[src/hw/rtl/cfa_pkg.sv]
// ----------------------------------------------------------------------------
// cfa_pkg
// shared codes and controller/datapath signal groups for the frame allocator
// ----------------------------------------------------------------------------
package cfa_pkg;

    // fixed field widths of the request and response channels
    localparam int INDEX_W = 10;
    localparam int COUNT_W = 11;
    localparam int START_W = 10;
    localparam int STAT_W  = 2;

    // request modes
    localparam logic MODE_ALLOC = 1'b0;
    localparam logic MODE_FREE  = 1'b1;

    // response status codes
    localparam logic [STAT_W-1:0] ST_OK       = 2'd0;
    localparam logic [STAT_W-1:0] ST_NOSPACE  = 2'd1;
    localparam logic [STAT_W-1:0] ST_BADRANGE = 2'd2;

    // commands from controller to datapath
    typedef struct packed {
        logic              load;
        logic              scan_start;
        logic              scan_step;
        logic              mark_start;
        logic              mark_step;
        logic              set_status;
        logic [STAT_W-1:0] status_code;
        logic              respond;
    } cfa_cmd_t;

    // status from datapath to controller
    typedef struct packed {
        logic is_alloc;
        logic alloc_len_ok;
        logic free_range_ok;
        logic found;
        logic exhausted;
        logic mark_done;
        logic out_free;
    } cfa_sts_t;

endpackage

[src/hw/rtl/cfa_ram.sv]
// ----------------------------------------------------------------------------
// cfa_ram
// simple dual-port ram, one write port, one registered read port
// ----------------------------------------------------------------------------
module cfa_ram #(
    parameter int WIDTH = 1,
    parameter int DEPTH = 1024
) (
    input  logic                     clk,
    input  logic                     we,
    input  logic [$clog2(DEPTH)-1:0] waddr,
    input  logic [WIDTH-1:0]         wdata,
    input  logic                     re,
    input  logic [$clog2(DEPTH)-1:0] raddr,
    output logic [WIDTH-1:0]         rdata
);

    logic [WIDTH-1:0] mem [DEPTH];

    always_ff @(posedge clk)
    begin
        if (we)
        begin
            mem[waddr] <= wdata;
        end
        if (re)
        begin
            rdata <= mem[raddr];
        end
    end

endmodule

[src/hw/rtl/cfa_datapath.sv]
// ----------------------------------------------------------------------------
// cfa_datapath
// usage bitmap, run scanner, run marker, counters and response register
// ----------------------------------------------------------------------------
module cfa_datapath
    import cfa_pkg::*;
#(
    parameter int TOTAL_FRAMES = 1024
) (
    input  logic               clk,
    input  logic               rst_n,
    input  cfa_cmd_t           cmd,
    output cfa_sts_t           sts,
    input  logic               req_mode,
    input  logic [INDEX_W-1:0] req_frame_index,
    input  logic [COUNT_W-1:0] req_frame_count,
    output logic               rsp_valid,
    input  logic               rsp_ready,
    output logic [START_W-1:0] rsp_start_frame,
    output logic [STAT_W-1:0]  rsp_status,
    output logic [COUNT_W-1:0] rsp_frames_in_use,
    output logic [COUNT_W-1:0] rsp_frames_free
);

    localparam int AW  = $clog2(TOTAL_FRAMES);
    localparam int AW1 = $clog2(TOTAL_FRAMES + 1);
    localparam logic [AW1-1:0] TOTAL_A = AW1'(TOTAL_FRAMES);
    localparam logic [31:0]    TOTAL_W = 32'(TOTAL_FRAMES);

    // latched request
    logic               mode_reg;
    logic [INDEX_W-1:0] index_reg;
    logic [COUNT_W-1:0] count_reg;
    logic [STAT_W-1:0]  status_reg;
    logic [AW-1:0]      start_reg;

    // scanner
    logic [AW1-1:0]     rd_addr_reg, rd_addr_next;
    logic               chk_valid_reg, chk_valid_next;
    logic [AW-1:0]      chk_pos_reg;
    logic [COUNT_W-1:0] run_reg, run_next;

    // marker
    logic [AW-1:0]      mark_addr_reg, mark_addr_next;
    logic [AW1-1:0]     remain_reg, remain_next;
    logic               mark_val_reg, mark_val_next;

    // counters and response
    logic [AW1-1:0]     used_reg, used_next;
    logic [AW1-1:0]     free_reg, free_next;
    logic               out_valid_reg, out_valid_next;
    logic [START_W-1:0] out_start_reg;
    logic [STAT_W-1:0]  out_status_reg;
    logic [COUNT_W-1:0] out_used_reg;
    logic [COUNT_W-1:0] out_free_reg;

    logic               rd_lt_total;
    logic               ram_re;
    logic               ram_we;
    logic [0:0]         ram_rdata;
    logic [COUNT_W-1:0] run_inc;
    logic               bit_free;
    logic [31:0]        start_wide;
    logic [31:0]        index_wide;
    logic [31:0]        count_wide;
    logic [31:0]        start_out_wide;
    logic [31:0]        used_sum, used_diff, free_sum, free_diff;
    logic               is_alloc;

    cfa_ram #(
        .WIDTH (1),
        .DEPTH (TOTAL_FRAMES)
    ) u_map (
        .clk   (clk),
        .we    (ram_we),
        .waddr (mark_addr_reg),
        .wdata (mark_val_reg),
        .re    (ram_re),
        .raddr (rd_addr_reg[AW-1:0]),
        .rdata (ram_rdata)
    );

    assign is_alloc    = (mode_reg == MODE_ALLOC);
    assign index_wide  = 32'(index_reg);
    assign count_wide  = 32'(count_reg);
    assign rd_lt_total = (rd_addr_reg < TOTAL_A);
    assign ram_re      = cmd.scan_step && rd_lt_total;
    assign ram_we      = cmd.mark_step && (remain_reg != '0);
    assign bit_free    = ~ram_rdata[0];
    assign run_inc     = run_reg + COUNT_W'(1);
    // first frame of the run that ends at the frame just read
    assign start_wide  = 32'(chk_pos_reg) + 32'd1 - count_wide;

    assign sts.is_alloc      = is_alloc;
    assign sts.alloc_len_ok  = (count_reg != '0) && (count_wide <= TOTAL_W);
    assign sts.free_range_ok = (index_wide + count_wide) <= TOTAL_W;
    assign sts.found         = chk_valid_reg && bit_free && (run_inc == count_reg);
    assign sts.exhausted     = !chk_valid_reg && !rd_lt_total;
    assign sts.mark_done     = (remain_reg == '0);
    assign sts.out_free      = !out_valid_reg || rsp_ready;

    // scanner and marker next state
    always_comb
    begin
        rd_addr_next   = rd_addr_reg;
        chk_valid_next = 1'b0;
        run_next       = run_reg;
        mark_addr_next = mark_addr_reg;
        remain_next    = remain_reg;
        mark_val_next  = mark_val_reg;

        if (cmd.scan_start)
        begin
            rd_addr_next = '0;
            run_next     = '0;
        end
        else if (cmd.scan_step)
        begin
            chk_valid_next = rd_lt_total;
            if (rd_lt_total)
            begin
                rd_addr_next = rd_addr_reg + AW1'(1);
            end
            if (chk_valid_reg)
            begin
                run_next = bit_free ? run_inc : '0;
            end
        end

        if (cmd.mark_start)
        begin
            remain_next = count_wide[AW1-1:0];
            if (is_alloc)
            begin
                mark_addr_next = start_wide[AW-1:0];
                mark_val_next  = 1'b1;
            end
            else
            begin
                mark_addr_next = index_wide[AW-1:0];
                mark_val_next  = 1'b0;
            end
        end
        else if (ram_we)
        begin
            mark_addr_next = mark_addr_reg + AW'(1);
            remain_next    = remain_reg - AW1'(1);
        end
    end

    // counter update, saturating at both ends
    assign used_sum  = 32'(used_reg) + count_wide;
    assign used_diff = 32'(used_reg) - count_wide;
    assign free_sum  = 32'(free_reg) + count_wide;
    assign free_diff = 32'(free_reg) - count_wide;

    always_comb
    begin
        used_next = used_reg;
        free_next = free_reg;
        if (cmd.respond && (status_reg == ST_OK))
        begin
            if (is_alloc)
            begin
                used_next = (used_sum > TOTAL_W) ? TOTAL_A : used_sum[AW1-1:0];
                free_next = (32'(free_reg) >= count_wide) ? free_diff[AW1-1:0] : '0;
            end
            else
            begin
                used_next = (32'(used_reg) >= count_wide) ? used_diff[AW1-1:0] : '0;
                free_next = (free_sum > TOTAL_W) ? TOTAL_A : free_sum[AW1-1:0];
            end
        end
    end

    always_comb
    begin
        out_valid_next = out_valid_reg;
        if (cmd.respond)
        begin
            out_valid_next = 1'b1;
        end
        else if (rsp_ready)
        begin
            out_valid_next = 1'b0;
        end
    end

    assign start_out_wide = 32'(start_reg);

    // control state; the marker comes out of reset clearing the whole map
    always_ff @(posedge clk or negedge rst_n)
    begin
        if (!rst_n)
        begin
            rd_addr_reg   <= '0;
            chk_valid_reg <= 1'b0;
            run_reg       <= '0;
            mark_addr_reg <= '0;
            remain_reg    <= TOTAL_A;
            mark_val_reg  <= 1'b0;
            used_reg      <= '0;
            free_reg      <= TOTAL_A;
            out_valid_reg <= 1'b0;
        end
        else
        begin
            rd_addr_reg   <= rd_addr_next;
            chk_valid_reg <= chk_valid_next;
            run_reg       <= run_next;
            mark_addr_reg <= mark_addr_next;
            remain_reg    <= remain_next;
            mark_val_reg  <= mark_val_next;
            used_reg      <= used_next;
            free_reg      <= free_next;
            out_valid_reg <= out_valid_next;
        end
    end

    // payload
    always_ff @(posedge clk)
    begin
        if (cmd.load)
        begin
            mode_reg  <= req_mode;
            index_reg <= req_frame_index;
            count_reg <= req_frame_count;
        end
        if (cmd.scan_step)
        begin
            chk_pos_reg <= rd_addr_reg[AW-1:0];
        end
        if (cmd.set_status)
        begin
            status_reg <= cmd.status_code;
        end
        if (cmd.mark_start && is_alloc)
        begin
            start_reg <= start_wide[AW-1:0];
        end
        if (cmd.respond)
        begin
            out_start_reg  <= (is_alloc && (status_reg == ST_OK))
                              ? start_out_wide[START_W-1:0] : '0;
            out_status_reg <= status_reg;
            out_used_reg   <= COUNT_W'(used_next);
            out_free_reg   <= COUNT_W'(free_next);
        end
    end

    assign rsp_valid         = out_valid_reg;
    assign rsp_start_frame   = out_start_reg;
    assign rsp_status        = out_status_reg;
    assign rsp_frames_in_use = out_used_reg;
    assign rsp_frames_free   = out_free_reg;

endmodule

[config.mk]
export PLATFORM = sky130hd
export DESIGN_NAME = cfa_datapath
export DESIGN_NICKNAME = d
export VERILOG_FILES = /design/src/hw/rtl/cfa_pkg.sv /design/src/hw/rtl/cfa_ram.sv /design/src/hw/rtl/cfa_datapath.sv
export SDC_FILE = /design/constraint.sdc
export NUM_CORES = 2
export LEC_CHECK = 0
export BUFFER_PORTS_ARGS = -buffer_cell sky130_fd_sc_hd__buf_4
export CAP_MARGIN = 10
export CORE_ASPECT_RATIO = 1.5
export CORE_MARGIN = 5
export CORE_UTILIZATION = 30
export CTS_CLUSTER_DIAMETER = 50
export DETAILED_ROUTE_END_ITERATION = 6
export GPL_TIMING_DRIVEN = 0
export SYNTH_ARGS = -nofsm -noshare
export SYNTH_HDL_FRONTEND = slang
export SYNTH_HIERARCHICAL = 1
export SYNTH_SLANG_ARGS = --single-unit
[constraint.sdc]
create_clock -name clk -period 13.2 [get_ports clk]
set_input_delay 1.98 -clock clk [delete_from_list [all_inputs] [get_ports clk]]
set_output_delay 1.98 -clock clk [all_outputs]
set_load 0.005 [all_outputs]
==> flow_summary.ini <==
[power]
clockPowerShare = 0.374
p_leak_uw = 0.0192
power_frac_comb = 0.164
seqPwrFrac = 0.463
p_sw_frac = 0.284
p_per_area_mw_per_mm2 = 150
peakVddDrop_uv = 135
p_switching_uw = 2640
internal-power_uw = 6650

[worst_setup_path]
worstSetupEndpoint = sts[4]
rr_endpoint = u_map/rdata
criticalPathCategory = register to primary output
path_common_cell = and3_1
timing.critical_path.slowest_cell_delay_ns = 0.83
cp_max_fo = 8
crit_chain = inv_1, fa_1, nor2b_1, o2111ai_1, nand3_1, and3_1, o211ai_1, or4_1, o22ai_1, and3_1, buf_4
cp_num_cells = 11
worstRegToRegCells = 11
r2r_slack_ns = 7.52
startpoint = count_reg[1]
cp_top_family = simple AND/OR/NAND/NOR gates
end_kind = primary output
crit_buf_inv = 2
start_kind = register
slowest_stage = edfxtp_1
arrival_ns = 4.28
r2r-start = rd_addr_reg[2]
required_ns = 11.22

[global_route]
antenna_found_initial = 7
grt_usage = 0.203
grt_pass1_wl_um = 271000
grt_remaining_overflow = 0
grt_max_degree = 115
grt_pass1_vias = 36400

[timing]
slew_violations = 0
setup-tns-final_ns = 0
relSlewSlack = 0.0267
rsz0062_at_grt = false
tightest_slew_ns = 1.46
hold_viol = 0
finalClockSkew_ns = 0.0385
fmax_mhz = 160
finalWorstPathRequiredPeriod_ns = 6.26
setup_violations = 0
fin_crit_sh = 0.474

[layout]
final_cell_mix = nor2_1 (1123), edfxtp_1 (1103), clkbuf_1 (231)
top_register = u_map/mem
largest_reg_flops = 1024
final_cells = 6784
area_growth_syn_to_layout_pct = 15.1
drive_above_1_share = 0.134
nets = 4390
layout_commonest_cell = nor2_1

[floorplanning]
start_util = 0.302
io_pins = 76
fp.dieH_um = 529
core_area_mm2 = 0.179
dieArea_mm2 = 0.189
fp.dieW_um = 356
row_count = 190

[synth]
synth_top_family_by_area = simple AND/OR/NAND/NOR gates
synth_edf_count = 1103
ys_seq_area_frac = 0.646
yosys-mux-area-fraction = 0.115
netlist-cell-type-count = 83
synth_top_cell_by_area = edfxtp_1
synthSimpleGateAreaFrac = 0.124
synthTopCellsByArea = edfxtp_1 (61%), mux4_2 (8.4%), nor2_1 (7.8%)
avgSynthCellArea_um2 = 13.3
synth_compound_area_frac = 0.0488
synthCells = 4050
syn_nets = 4165
synth_area_mm2 = 0.0539
yosys_warnings = 6
synth-xor-area-share = 0.0130
synthFlopType = edfxtp_1
synth-seq-cells = 1171
synthAdderAreaFrac = 0.0196
synth.top_cell.area_share = 0.614
synthArstFlopShare = 0.0581

[placed_design]
dp_hpwl_um = 136000
gp_congestion = 0.957
port_buffers = 74
placed_cells = 6554

[cts]
cts_setup_buffers = 0
cts.clk_slew.worst_paths_ns = 0.06
cts_max_level = 3
ctsHoldBuffers = 0
worstSkewPairLatency_ns = 0.77
root_buffer = clkbuf_16
cts.path.max_buffers = 3
cts_buffers = 116
clock-sinks = 1171
cts_tree = built
postCtsResizedCells = 0

[outcome]
status = finished clean

[route]
dr.pass1.iters = 7
drt_iter0_markers = 4977
ant_nets = 0
vias = 36700
routedWlPerCell_um = 28.9
vias_per_cell = 5.41
post-route-drc-count = 0
wl_um = 196000

[hold_path]
min_path_type = register to register

[run]
cap_violations = 0
worst reg2reg max path, delay by kind of cell, from the launching register on:
kind	cells	cell delay, ns
and+or+nand+nor	3	0.53
buffers and inverters	5	3.55
AOI/OAI and AO/OA	3	0.83
DFF	1	0.41
cells in the mapped netlist (16+ instances only):
cell type / instances
clkbuf_1: 218
nand3_1: 51
xor2_1: 28
mux4_2: 200
a22oi_1: 20
nand4_1: 18
a21oi_1: 80
edfxtp_1: 1103
nand2b_1: 21
o221ai_1: 49
o22ai_1: 32
xnor2_1: 52
buf_1: 58
a21o_1: 17
mux2i_1: 129
nor3_1: 72
o21ai_0: 55
a31oi_1: 19
and3_1: 22
and2_1: 26
inv_1: 53
nor2b_1: 31
ha_1: 75
nand2_1: 149
dfrtp_1: 66
buf_6: 21
buf_2: 20
nor2_1: 1125
o21ai_1: 16
layout make-up:
type	count	area, um^2
well taps	2400	3000
repair buffers	107	1130
multi-input cells	2481	17300
clock buffers	134	3070
diodes	6	15.0
inverters	57	214
clock inverters	87	900
flip-flops and latches	1171	34800
plain buffers	341	1620
fillers	17600	117000
power by group through the flow:
stage	registers (uW)	clock network (uW)	logic (uW)
final	4300	3470	1520
after global routing	4310	3660	1610
after global placement	4530	0	1380
after detailed placement	4370	0	1500
after floorplan	4430	0	882
after CTS	4300	3520	1500
kinds of logic after synthesis:
group                    count (synthesis)
AND/OR/NAND/NOR                       1585
flip-flops                            1171
buffers and inverters                  398
AO/OA/AOI/OAI                          388
multiplexers                           347
adder cells (fa/ha/maj)                 81
XOR/XNOR                                80
through the flow:
stage                     hold slack, ns  setup WS [ns]  total power (uW)  area (um^2)  utilization
after global routing               0.524           6.70              9580        62000        0.347
final                              0.507           6.94              9290        62100        0.347
after floorplan                    0.452           5.17              5320        53900            -
after global placement             0.493          0.790              5910        57500        0.322
after detailed placement           0.501           7.62              5870        58000        0.325
after CTS                          0.509           6.77              9320        62000        0.347
worst min-delay path by stage:
stage / startpoint / endpoint / slack, ns / cells past startpoint
after floorplan: status_reg[0] / rsp_status[0] / 0.45 / 0
after global placement: run_reg[10] / run_reg[10] / 0.49 / 1
after detailed placement: remain_reg[10] / remain_reg[10] / 0.50 / 2
after CTS: remain_reg[10] / remain_reg[10] / 0.51 / 2
after global routing: remain_reg[10] / remain_reg[10] / 0.52 / 2
final: remain_reg[10] / remain_reg[10] / 0.51 / 2
metal layers:
metal / GRT usage / part of all wire / wire length, um / vias to the layer above
li1: - / - / - / 15400
met1: 0.221 / 0.34 / 65800 / 18700
met2: 0.349 / 0.49 / 96100 / 1960
met3: 0.0431 / 0.090 / 17700 / 614
met4: 0.144 / 0.084 / 16400 / 4
met5: 0 / 0.00035 / 68 / -
No activity file was read; power rests on OpenSTA's default activity.
