<file path="config.mk">
export PLATFORM = sky130hd
export DESIGN_NAME = cfa_ctrl
export DESIGN_NICKNAME = d
export VERILOG_FILES = /design/src/hw/rtl/cfa_pkg.sv /design/src/hw/rtl/cfa_ctrl.sv
export SDC_FILE = /design/constraint.sdc
export NUM_CORES = 1
export LEC_CHECK = 0
export BUFFER_PORTS_ARGS = -buffer_cell sky130_fd_sc_hd__buf_4
export CAP_MARGIN = 20
export CORE_AREA = 4 4 41 43
export DETAILED_ROUTE_END_ITERATION = 7
export DIE_AREA = 0 0 45 47
export MAX_ROUTING_LAYER = met4
export PLACE_DENSITY = 0.5
export SETUP_SLACK_MARGIN = 0.02
export SYNTH_ARGS = -nofsm -noshare
export SYNTH_HDL_FRONTEND = slang
export SYNTH_SLANG_ARGS = --single-unit
</file>
<file path="constraint.sdc">
create_clock -name clk -period 2.98 [get_ports clk]
set_input_delay 0.596 -clock clk [delete_from_list [all_inputs] [get_ports clk]]
set_output_delay 0.596 -clock clk [all_outputs]
set_load 0.02 [all_outputs]
</file>
<file path="src/hw/rtl/cfa_pkg.sv">
// ----------------------------------------------------------------------------
// cfa_pkg
// shared codes and controller/datapath signal groups for the frame allocator
// ----------------------------------------------------------------------------
package cfa_pkg;

    // fixed field widths of the request and response channels
    localparam int INDEX_W = 10;
    localparam int COUNT_W = 11;
    localparam int START_W = 10;
    localparam int STAT_W  = 2;

    // request modes
    localparam logic MODE_ALLOC = 1'b0;
    localparam logic MODE_FREE  = 1'b1;

    // response status codes
    localparam logic [STAT_W-1:0] ST_OK       = 2'd0;
    localparam logic [STAT_W-1:0] ST_NOSPACE  = 2'd1;
    localparam logic [STAT_W-1:0] ST_BADRANGE = 2'd2;

    // commands from controller to datapath
    typedef struct packed {
        logic              load;
        logic              scan_start;
        logic              scan_step;
        logic              mark_start;
        logic              mark_step;
        logic              set_status;
        logic [STAT_W-1:0] status_code;
        logic              respond;
    } cfa_cmd_t;

    // status from datapath to controller
    typedef struct packed {
        logic is_alloc;
        logic alloc_len_ok;
        logic free_range_ok;
        logic found;
        logic exhausted;
        logic mark_done;
        logic out_free;
    } cfa_sts_t;

endpackage

</file>
<file path="src/hw/rtl/cfa_ctrl.sv">
// ----------------------------------------------------------------------------
// cfa_ctrl
// sequencer for map clearing, request checks, scanning, marking and response
// ----------------------------------------------------------------------------
module cfa_ctrl
    import cfa_pkg::*;
(
    input  logic     clk,
    input  logic     rst_n,
    input  logic     req_valid,
    output logic     req_ready,
    input  cfa_sts_t sts,
    output cfa_cmd_t cmd
);

    localparam logic [2:0] S_CLEAR = 3'd0;
    localparam logic [2:0] S_IDLE  = 3'd1;
    localparam logic [2:0] S_CHECK = 3'd2;
    localparam logic [2:0] S_SCAN  = 3'd3;
    localparam logic [2:0] S_MARK  = 3'd4;
    localparam logic [2:0] S_RESP  = 3'd5;

    logic [2:0] state_reg, state_next;

    assign req_ready = (state_reg == S_IDLE);

    always_comb
    begin
        state_next = state_reg;
        cmd        = '0;
        unique case (state_reg)
            S_CLEAR:
            begin
                cmd.mark_step = 1'b1;
                if (sts.mark_done)
                begin
                    state_next = S_IDLE;
                end
            end
            S_IDLE:
            begin
                if (req_valid)
                begin
                    cmd.load   = 1'b1;
                    state_next = S_CHECK;
                end
            end
            S_CHECK:
            begin
                if (sts.is_alloc)
                begin
                    if (sts.alloc_len_ok)
                    begin
                        cmd.scan_start = 1'b1;
                        state_next     = S_SCAN;
                    end
                    else
                    begin
                        cmd.set_status  = 1'b1;
                        cmd.status_code = ST_NOSPACE;
                        state_next      = S_RESP;
                    end
                end
                else if (sts.free_range_ok)
                begin
                    cmd.mark_start  = 1'b1;
                    cmd.set_status  = 1'b1;
                    cmd.status_code = ST_OK;
                    state_next      = S_MARK;
                end
                else
                begin
                    cmd.set_status  = 1'b1;
                    cmd.status_code = ST_BADRANGE;
                    state_next      = S_RESP;
                end
            end
            S_SCAN:
            begin
                cmd.scan_step = 1'b1;
                if (sts.found)
                begin
                    cmd.mark_start  = 1'b1;
                    cmd.set_status  = 1'b1;
                    cmd.status_code = ST_OK;
                    state_next      = S_MARK;
                end
                else if (sts.exhausted)
                begin
                    cmd.set_status  = 1'b1;
                    cmd.status_code = ST_NOSPACE;
                    state_next      = S_RESP;
                end
            end
            S_MARK:
            begin
                cmd.mark_step = 1'b1;
                if (sts.mark_done)
                begin
                    state_next = S_RESP;
                end
            end
            S_RESP:
            begin
                if (sts.out_free)
                begin
                    cmd.respond = 1'b1;
                    state_next  = S_IDLE;
                end
            end
            default:
            begin
                state_next = S_IDLE;
            end
        endcase
    end

    always_ff @(posedge clk or negedge rst_n)
    begin
        if (!rst_n)
        begin
            state_reg <= S_CLEAR;
        end
        else
        begin
            state_reg <= state_next;
        end
    end

endmodule

</file>
==> flow_metrics.tcl, run 1 <==
set metrics [dict create \
    outcome "complete, no violations" \
    ctsHtreeMaxLevel 1 \
    grt_start_max_net_pins 20 \
    largest_reg_flops 3 \
    rsz0062_at_grt "no" \
    ys_ff_latch 3 \
    syn_nets 48 \
    yosysWarnings 0 \
    syn-instance-count 38 \
    cp.required_ns 2.38 \
    drc 0 \
    cts_hold_buf 0 \
    first_iter_violations 5 \
    dp_slack_ns 0.9934 \
    maxCapViolations 0 \
    nets 69 \
    worstReg2RegStart "state_reg[0]" \
    r2r_cells 3 \
    ys_top_cells_by_area "dfrtp_1 (24%), nor2_1 (7.3%), o21ai_2 (5.7%)" \
    crit_fanout 19 \
    tns_ns 0 \
    start_util_pct 23.56 \
    leakagePower_nw 0.2220 \
    drv_slew 0 \
    cts_tree "done" \
    die_h_um 47 \
    timing_hold_violations_final 0 \
    grt_use_total_pct 9.714 \
    clk_latency_ns 0.23 \
    drive_gt1_share_pct 43.10 \
    clockBufferDepth 2 \
    worstSetupStartpointType "register" \
    min_period_ns 2.189 \
    placement_rows 13 \
    grt_pass1_wl_mm 1.442 \
    layout.cells.non_filler 73 \
    io_buffers 19 \
    setup_viol 0 \
    finalPower_w 0.0004226 \
    fp.dieW_um 45 \
    vias 361 \
    skew_ns 0.001458 \
    grt_pass1_vias 324 \
    cts_buffers 3 \
    die-area_um2 2115 \
    core-area_um2 1301 \
    final.period_utilization_pct 73.46 \
    max_freq_ghz 0.4568 \
    cts_resized 0 \
    wl_um 841 \
    regArea_um2 75.07 \
    synth_top_cell_by_area "dfrtp_1" \
    arrival_ns 1.59 \
    multi_input_area_um2 203.9 \
    dr.pass1.iters 3 \
    setup_ws_ns 0.7908 \
    post_cts_buffers 0 \
    cts_sinks 3 \
    pwr_density_cell_nw_per_um2 898.4 \
    setup.worst_path.end_class "output port" \
    antenna_found_initial 0 \
    synth_seq_area_share_pct 24.49 \
    vdd_drop_max_uv 297.0 \
    reg2reg_to "state_reg[2]" \
    path_clk_slew_ns 0.04 \
    gp_congestion 0.6691 \
    overflow 0 \
    io_pins 20 \
    worstMarginPinSlew_ns 0.5145 \
    yosysUniqueCellTypes 26 \
    netlist_area_um2 306.5 \
    timing.slew.headroom_pct 65.70 \
    regToRegSetupSlack_ns 1.65 \
    dp.cells 69 \
    clk_root_buffer_cell "clkbuf_4" \
    critical_path_class "reg -> out" \
    fillerInstances 153 \
    vias_per_cell 4.945 \
    ant_nets 0 \
    syn_area_per_cell_um2 8.067 \
    final_util_pct 36.15 \
    hold_class "in -> async" \
    yosysTopAreaCellShare_pct 24.49 \
    antenna_cells 0 \
    area_growth_pct 53.47 \
    wire_per_inst_um 11.52 \
]
cell usage after synthesis:
master,number
a21oi_1,2
a2bb2oi_1,1
a31oi_1,1
and3b_1,1
and4b_1,1
buf_2,1
buf_4,1
buf_6,1
dfrtp_1,3
inv_1,1
mux2i_1,1
nand2_1,3
nand2b_4,1
nand3_1,1
nand3b_1,1
nand4b_1,1
nor2_1,6
nor3_1,1
nor3b_1,2
nor4_1,1
nor4bb_1,1
o21ai_0,1
o21ai_1,1
o21ai_2,2
o32ai_1,1
or3b_1,1
worst max-delay path by stage:
stage / startpoint / endpoint / slack (ns) / depth (start not counted)
floorplan: state_reg[0] / cmd[2] / 1.02 / 3
detailed placement: sts[2] / cmd[3] / 0.99 / 5
finish: state_reg[0] / cmd[3] / 0.79 / 4
global placement: sts[2] / cmd[3] / 1.00 / 5
CTS: state_reg[0] / cmd[3] / 0.78 / 4
global route: state_reg[0] / cmd[3] / 0.71 / 4
cell usage in the layout (no fill, tap or decap), types with 2 or more instances in the layout:
cell,Yosys,routed
o21ai_2,2,2
nor2_1,6,6
clkbuf_4,0,3
buf_4,1,19
a21oi_1,2,2
nor3b_1,2,2
nand2_1,3,3
dfrtp_1,3,3
where the power goes:
group	switching [W]	internal (W)	total, W	leakage (nW)
combinational	0.000112	0.000118	0.000230	0.169
sequential	0.0000646	0.0000587	0.000123	0.0377
clock	0.0000192	0.0000501	0.0000693	0.0150
total	0.000196	0.000226	0.000423	0.222
metrics by stage:
stage          cell area, µm²  hold slack (ns)
2_1_floorplan           306.5           0.3004
5_1_grt                 470.5           0.1464
3_3_place_gp            444.2           0.3867
6_report                470.5           0.1476
3_5_place_dp            444.2           0.3874
4_1_cts                 470.5           0.1407
worst max-delay path: stages (launching register included):
cell	delay, ns
dfrtp_1	0.65
or3b_1	0.41
o21ai_2	0.09
nor2_1	0.06
buf_4	0.15
area by class of cell:
class                   count  area share, %
clock buffers               4          5.585
well taps                  15          3.989
multi-input cells          31          43.35
repair buffers             19          30.32
inverters                   1         0.7979
flip-flops and latches      3          15.96
routing by layer:
layer | global-route usage, % | share of wire (%)
met1 | 12.07 | 42
met2 | 14.12 | 51
met3 | 0.3831 | 7.3
met4 | 8.772 | 0
met5 | - | 0
logic make-up after synthesis:
group                  Yosys count  share of synthesized area (%)
buffers and inverters            4                          8.978
DFF                              3                          24.49
muxes                            1                          3.265
and+or+nand+nor                 21                          43.26
AOI/OAI and AO/OA                9                          20.00
Note: power is estimated with default switching activity, not from simulation.
==> run 2: changes to the inputs <==
--- a/config.mk
+++ b/config.mk
@@ -11,7 +11,7 @@
 export DETAILED_ROUTE_END_ITERATION = 7
 export DIE_AREA = 0 0 45 47
 export MAX_ROUTING_LAYER = met4
-export PLACE_DENSITY = 0.5
+export PLACE_DENSITY = 0.52
 export SETUP_SLACK_MARGIN = 0.02
 export SYNTH_ARGS = -nofsm -noshare
 export SYNTH_HDL_FRONTEND = slang
==> constraint.sdc (replaced) <==
create_clock -name clk -period 1.8 [get_ports clk]
set_input_delay 0.36 -clock clk [delete_from_list [all_inputs] [get_ports clk]]
set_output_delay 0.36 -clock clk [all_outputs]
set_load 0.02 [all_outputs]
==> flow_metrics.tcl, run 2 (synthesis gave the netlist of run 1 again) <==
set metrics [dict create \
    outcome "complete, no violations" \
    drc 0 \
    dr.pass1.iters 2 \
    largest_reg_flops 3 \
    setup_viol 0 \
    wl_um 840 \
    crit_fanout 7 \
    core-area_um2 1301 \
    antenna_found_initial 0 \
    cts_tree "done" \
    wl_met1_um 390 \
    grt_pass1_vias 337 \
    timing.slew.headroom_pct 82.94 \
    io_buffers 19 \
    antenna_cells 0 \
    wl_met2_um 366 \
    critical_path.top_delay_family "flip-flops" \
    dp_hpwl_um 666.5 \
    final.period_utilization_pct 92.83 \
    area_growth_pct 62.45 \
    critical_path_buf_inv_count 1 \
    ant_nets 0 \
    path_clk_slew_ns 0.04 \
    skew_ns 0.0006139 \
    timing_hold_violations_final 0 \
    final_cell_mix "buf_4 (21), nor2_1 (6), nand2_1 (3), clkbuf_4 (3)" \
    cts_sinks 3 \
    placement_rows 13 \
    p_comb_share_pct 60.5 \
    cpPeakStageDelay_ns 0.42 \
    max_freq_ghz 0.5985 \
    pwr_density_cell_nw_per_um2 1501 \
    cts_buffers 3 \
    ctsHtreeMaxLevel 1 \
    worstPathCellList "or3b_1 > o21ai_2 > nor2_1 > buf_4" \
    dr.max_layer_used "met4" \
    clockBufferDepth 2 \
    die-area_um2 2115 \
    wire_per_inst_um 11.05 \
    leakagePower_nw 0.2333 \
    grt_start_max_net_pins 13 \
    overflow 0 \
    drv_slew 0 \
    clk_root_buffer_cell "clkbuf_4" \
    grt_use_total_pct 8.756 \
    vias 360 \
    critical_path_class "reg -> out" \
    io_pins 20 \
    hold_class "in -> reg" \
    fp.dieW_um 45 \
    tns_ns 0 \
    p_seq_share_pct 23.7 \
    layout.cells.non_filler 76 \
    wl_met3_um 66 \
    arrival_ns 1.31 \
    vias_per_cell 4.737 \
    final_common_cell "buf_4" \
    intPower_w 0.0004102 \
    drive_gt1_share_pct 47.54 \
    slowest_stage "dfrtp_2" \
    cp.required_ns 1.44 \
    setup.worst_path.end_class "output port" \
    rsz0062_at_grt "no" \
    p_sw_share_pct 45.12 \
    p_clk_share_pct 15.8 \
    vdd_drop_max_uv 689.4 \
    switchingPower_w 0.0003372 \
    nets 72 \
    worstMarginPinSlew_ns 0.2525 \
    gp_congestion 0.7343 \
    dp.cells 71 \
    worstSetupStartpointType "register" \
    grt_pass1_wl_mm 1.255 \
    maxCapViolations 0 \
    first_iter_violations 2 \
    die_h_um 47 \
    start_util_pct 23.56 \
    clk_latency_ns 0.23 \
    min_period_ns 1.671 \
]
==> run 2: cell types whose count changed in the layout (fill, tap and decap cells not counted) <==
cell | before | now
buf_4 | 19 | 21
dlygate4sd3_1 | 0 | 1
dfrtp_1 | 3 | 1
dfrtp_2 | 0 | 2
==> run 2: what timing repair did <==
action | in CTS | in global routing
buffers inserted | 0 | 0
gates resized for setup | 0 | 2
endpoints found under the setup margin | 0 | 3
hold buffers | 1 | 0
endpoints found under the hold margin | 3 | 0
==> run 2: through the flow <==
stage / util, % / instance area [µm²] / worst slack [ns] / total power, W / hold slack [ns]
after floorplan: - / 306.5 / 0.07378 / 0.0004745 / 0.06441
after global placement: 35.29 / 459.2 / 0.2976 / 0.0006345 / 0.1509
after detailed placement: 35.29 / 459.2 / 0.2933 / 0.0006260 / 0.1495
after CTS: 38.08 / 495.5 / 0.06495 / 0.0007545 / 0.4119
after global routing: 38.27 / 498.0 / 0.06284 / 0.0008025 / 0.4296
final: 38.27 / 498.0 / 0.1291 / 0.0007473 / 0.4226
==> run 2: final cells by class <==
cell class | count | area, µm²
fill | 147 | 803.3
multi-input combinational | 31 | 203.9
timing repair buffer | 22 | 167.7
sequential | 3 | 77.57
clock buffer | 4 | 26.28
inverter | 1 | 3.754
tap | 15 | 18.77
==> run 2: power groups by stage <==
stage	Sequential [W]	Combinational (W)	Clock [W]
after global routing	0.000186	0.000487	0.000129
after CTS	0.000174	0.000455	0.000125
after floorplan	0.000128	0.000347	0
after global placement	0.000176	0.000459	0
after detailed placement	0.000175	0.000451	0
final	0.000177	0.000452	0.000118
==> run 2: path summary, 6_finish.rpt <==
path	start	endpoint	slack, ns	cells past startpoint
worst min-delay path	sts[0]	state_reg[2]	0.42	4
worst max register to register	state_reg[2]	state_reg[0]	0.71	3
worst min register to register	state_reg[2]	state_reg[1]	0.55	1
worst max-delay path	state_reg[0]	cmd[3]	0.13	4
min in group asynchronous	rst_n	state_reg[0]	0.46	2
max in group asynchronous	rst_n	state_reg[1]	1.24	2
==> run 2: worst min-delay path, delay by kind of cell <==
| kind | cells | cell delay [ns] |
|---|---|---|
| AND/OR/NAND/NOR | 1 | 0.07 |
| AO/OA/AOI/OAI | 2 | 0.10 |
| buffers and inverters | 1 | 0.08 |
==> run 2: metal layers <==
layer,GRT usage [%],vias up
met5,-,-
met4,10.53,0
met3,0,2
met2,12.71,16
met1,10.09,153
li1,-,189
==> run 3: changes to the inputs <==
--- a/config.mk
+++ b/config.mk
@@ -10,8 +10,8 @@
 export CORE_AREA = 4 4 41 43
 export DETAILED_ROUTE_END_ITERATION = 7
 export DIE_AREA = 0 0 45 47
+export GPL_TIMING_DRIVEN = 0
 export MAX_ROUTING_LAYER = met4
-export PLACE_DENSITY = 0.52
 export SETUP_SLACK_MARGIN = 0.02
 export SYNTH_ARGS = -nofsm -noshare
 export SYNTH_HDL_FRONTEND = slang
==> flow_metrics.tcl, run 3 (synthesis gave the netlist of run 1 again) <==
set metrics [dict create \
    outcome "complete, no violations" \
    vdd_drop_max_uv 543.5 \
    drv_slew 0 \
    clockBufferDepth 2 \
    critical_path_class "reg -> out" \
    cts_buffers 3 \
    clk_root_buffer_cell "clkbuf_4" \
    die_h_um 47 \
    final.period_utilization_pct 96.31 \
    dr.pass1.iters 2 \
    placement_rows 13 \
    wl_um 907 \
    r2r_cells 3 \
    path_clk_slew_ns 0.04 \
    area_growth_pct 69.39 \
    ant_nets 0 \
    crit_fanout 10 \
    cts_tree "done" \
    worstPathCellList "buf_6 > buf_2 > nor4_4 > buf_4" \
    slowest_stage "dfrtp_1" \
    final_common_cell "buf_4" \
    final_cell_mix "buf_4 (20), nor2_1 (6), nand2_1 (3), clkbuf_4 (3), dfrtp_1 (3)" \
    die-area_um2 2115 \
    critPathLaunch "state_reg[0]" \
    place_area_um2 467.9 \
    hold_ws_ns 0.4238 \
    setup_viol 0 \
    first_iter_violations 2 \
    worstReg2RegStart "state_reg[2]" \
    rsz0062_at_grt "no" \
    min_period_ns 1.734 \
    worstMarginPinSlew_ns 0.2435 \
    regToRegSetupSlack_ns 0.67 \
    antenna_cells 0 \
    timing_hold_violations_final 0 \
    setup.worst_path.end_class "output port" \
    drc 0 \
    max_freq_ghz 0.5769 \
    io_pins 20 \
    cp.required_ns 1.44 \
    vias_per_cell 4.779 \
    antenna_found_initial 0 \
    overflow 0 \
    core-area_um2 1301 \
    final_util_pct 39.90 \
    skew_ns 0.0006538 \
    dp_hpwl_um 685.2 \
    nets 73 \
    grt_start_max_net_pins 11 \
    worstSetupStartpointType "register" \
    setup_ws_ns 0.06645 \
    grt_pass1_wl_mm 1.518 \
    grt_use_total_pct 10.22 \
    io_buffers 19 \
    tns_ns 0 \
    dp_slack_ns 0.2848 \
    cpPeakStageDelay_ns 0.36 \
    pwr_density_cell_nw_per_um2 1480 \
    maxCapViolations 0 \
    leakagePower_nw 0.2436 \
    post_cts_buffers 0 \
    largest_reg_flops 3 \
    hold_class "in -> reg" \
    ctsHtreeMaxLevel 1 \
    vias 368 \
    timing.slew.headroom_pct 83.72 \
    arrival_ns 1.37 \
    cts_sinks 3 \
    grt_pass1_vias 391 \
    clk_latency_ns 0.23 \
    critPathCapture "cmd[2]" \
    fp.dieW_um 45 \
    final_area_um2 519.2 \
    reg2reg_to "state_reg[0]" \
    gp_congestion 0.6988 \
    wire_per_inst_um 11.78 \
    drive_gt1_share_pct 46.77 \
    start_util_pct 23.56 \
]
==> run 3: worst min path at each step <==
stage               startpoint           end  slack (ns)  depth (start not counted)
global placement         rst_n  state_reg[0]        0.15                          1
CTS                     sts[0]  state_reg[2]        0.42                          4
floorplan                rst_n  state_reg[0]        0.06                          0
finish                  sts[0]  state_reg[2]        0.42                          4
global route            sts[0]  state_reg[2]        0.43                          4
detailed placement       rst_n  state_reg[0]        0.15                          1
==> run 3: cell type report <==
| class | instances | area [µm²] |
|---|---|---|
| multi-input cells | 31 | 219.0 |
| fillers | 155 | 782.0 |
| inverters | 1 | 3.754 |
| well taps | 15 | 18.77 |
| clock buffers | 4 | 26.28 |
| plain buffers | 3 | 23.77 |
| repair buffers | 20 | 152.6 |
| flip-flops and latches | 3 | 75.07 |
==> run 3: report_power, final <==
group          internal (W)  switching [W]
combinational      0.000239       0.000281
sequential        0.0000984      0.0000352
clock             0.0000829      0.0000319
==> run 3: critical path: cells and delay by family (launching register included) <==
family | cells | cell delay, ns
buffers and inverters | 3 | 0.49
flip-flops | 1 | 0.36
AND/OR/NAND/NOR | 1 | 0.29
==> run 3: timing repair <==
item                       4_1_cts  5_1_grt
setup endpoints to repair        0        1
hold endpoints to repair         3        0
gates resized for setup          0        2
hold buffers                     1        0
==> run 3: through the flow <==
step | power [W] | std cells
4_1_cts | 0.0007661 | 77
2_1_floorplan | 0.0004745 | 38
5_1_grt | 0.0008233 | 77
3_5_place_dp | 0.0006431 | 72
6_report | 0.0007686 | 77
3_3_place_gp | 0.0006445 | 72
==> run 3: per-layer routing <==
metal  routed length [µm]  vias up  GRT usage, %
met2                  459       13         17.51
li1                     -      189             -
met4                    0        0         8.772
met1                  404      166         10.98
met3                   43        0             0
met5                    0        -             -
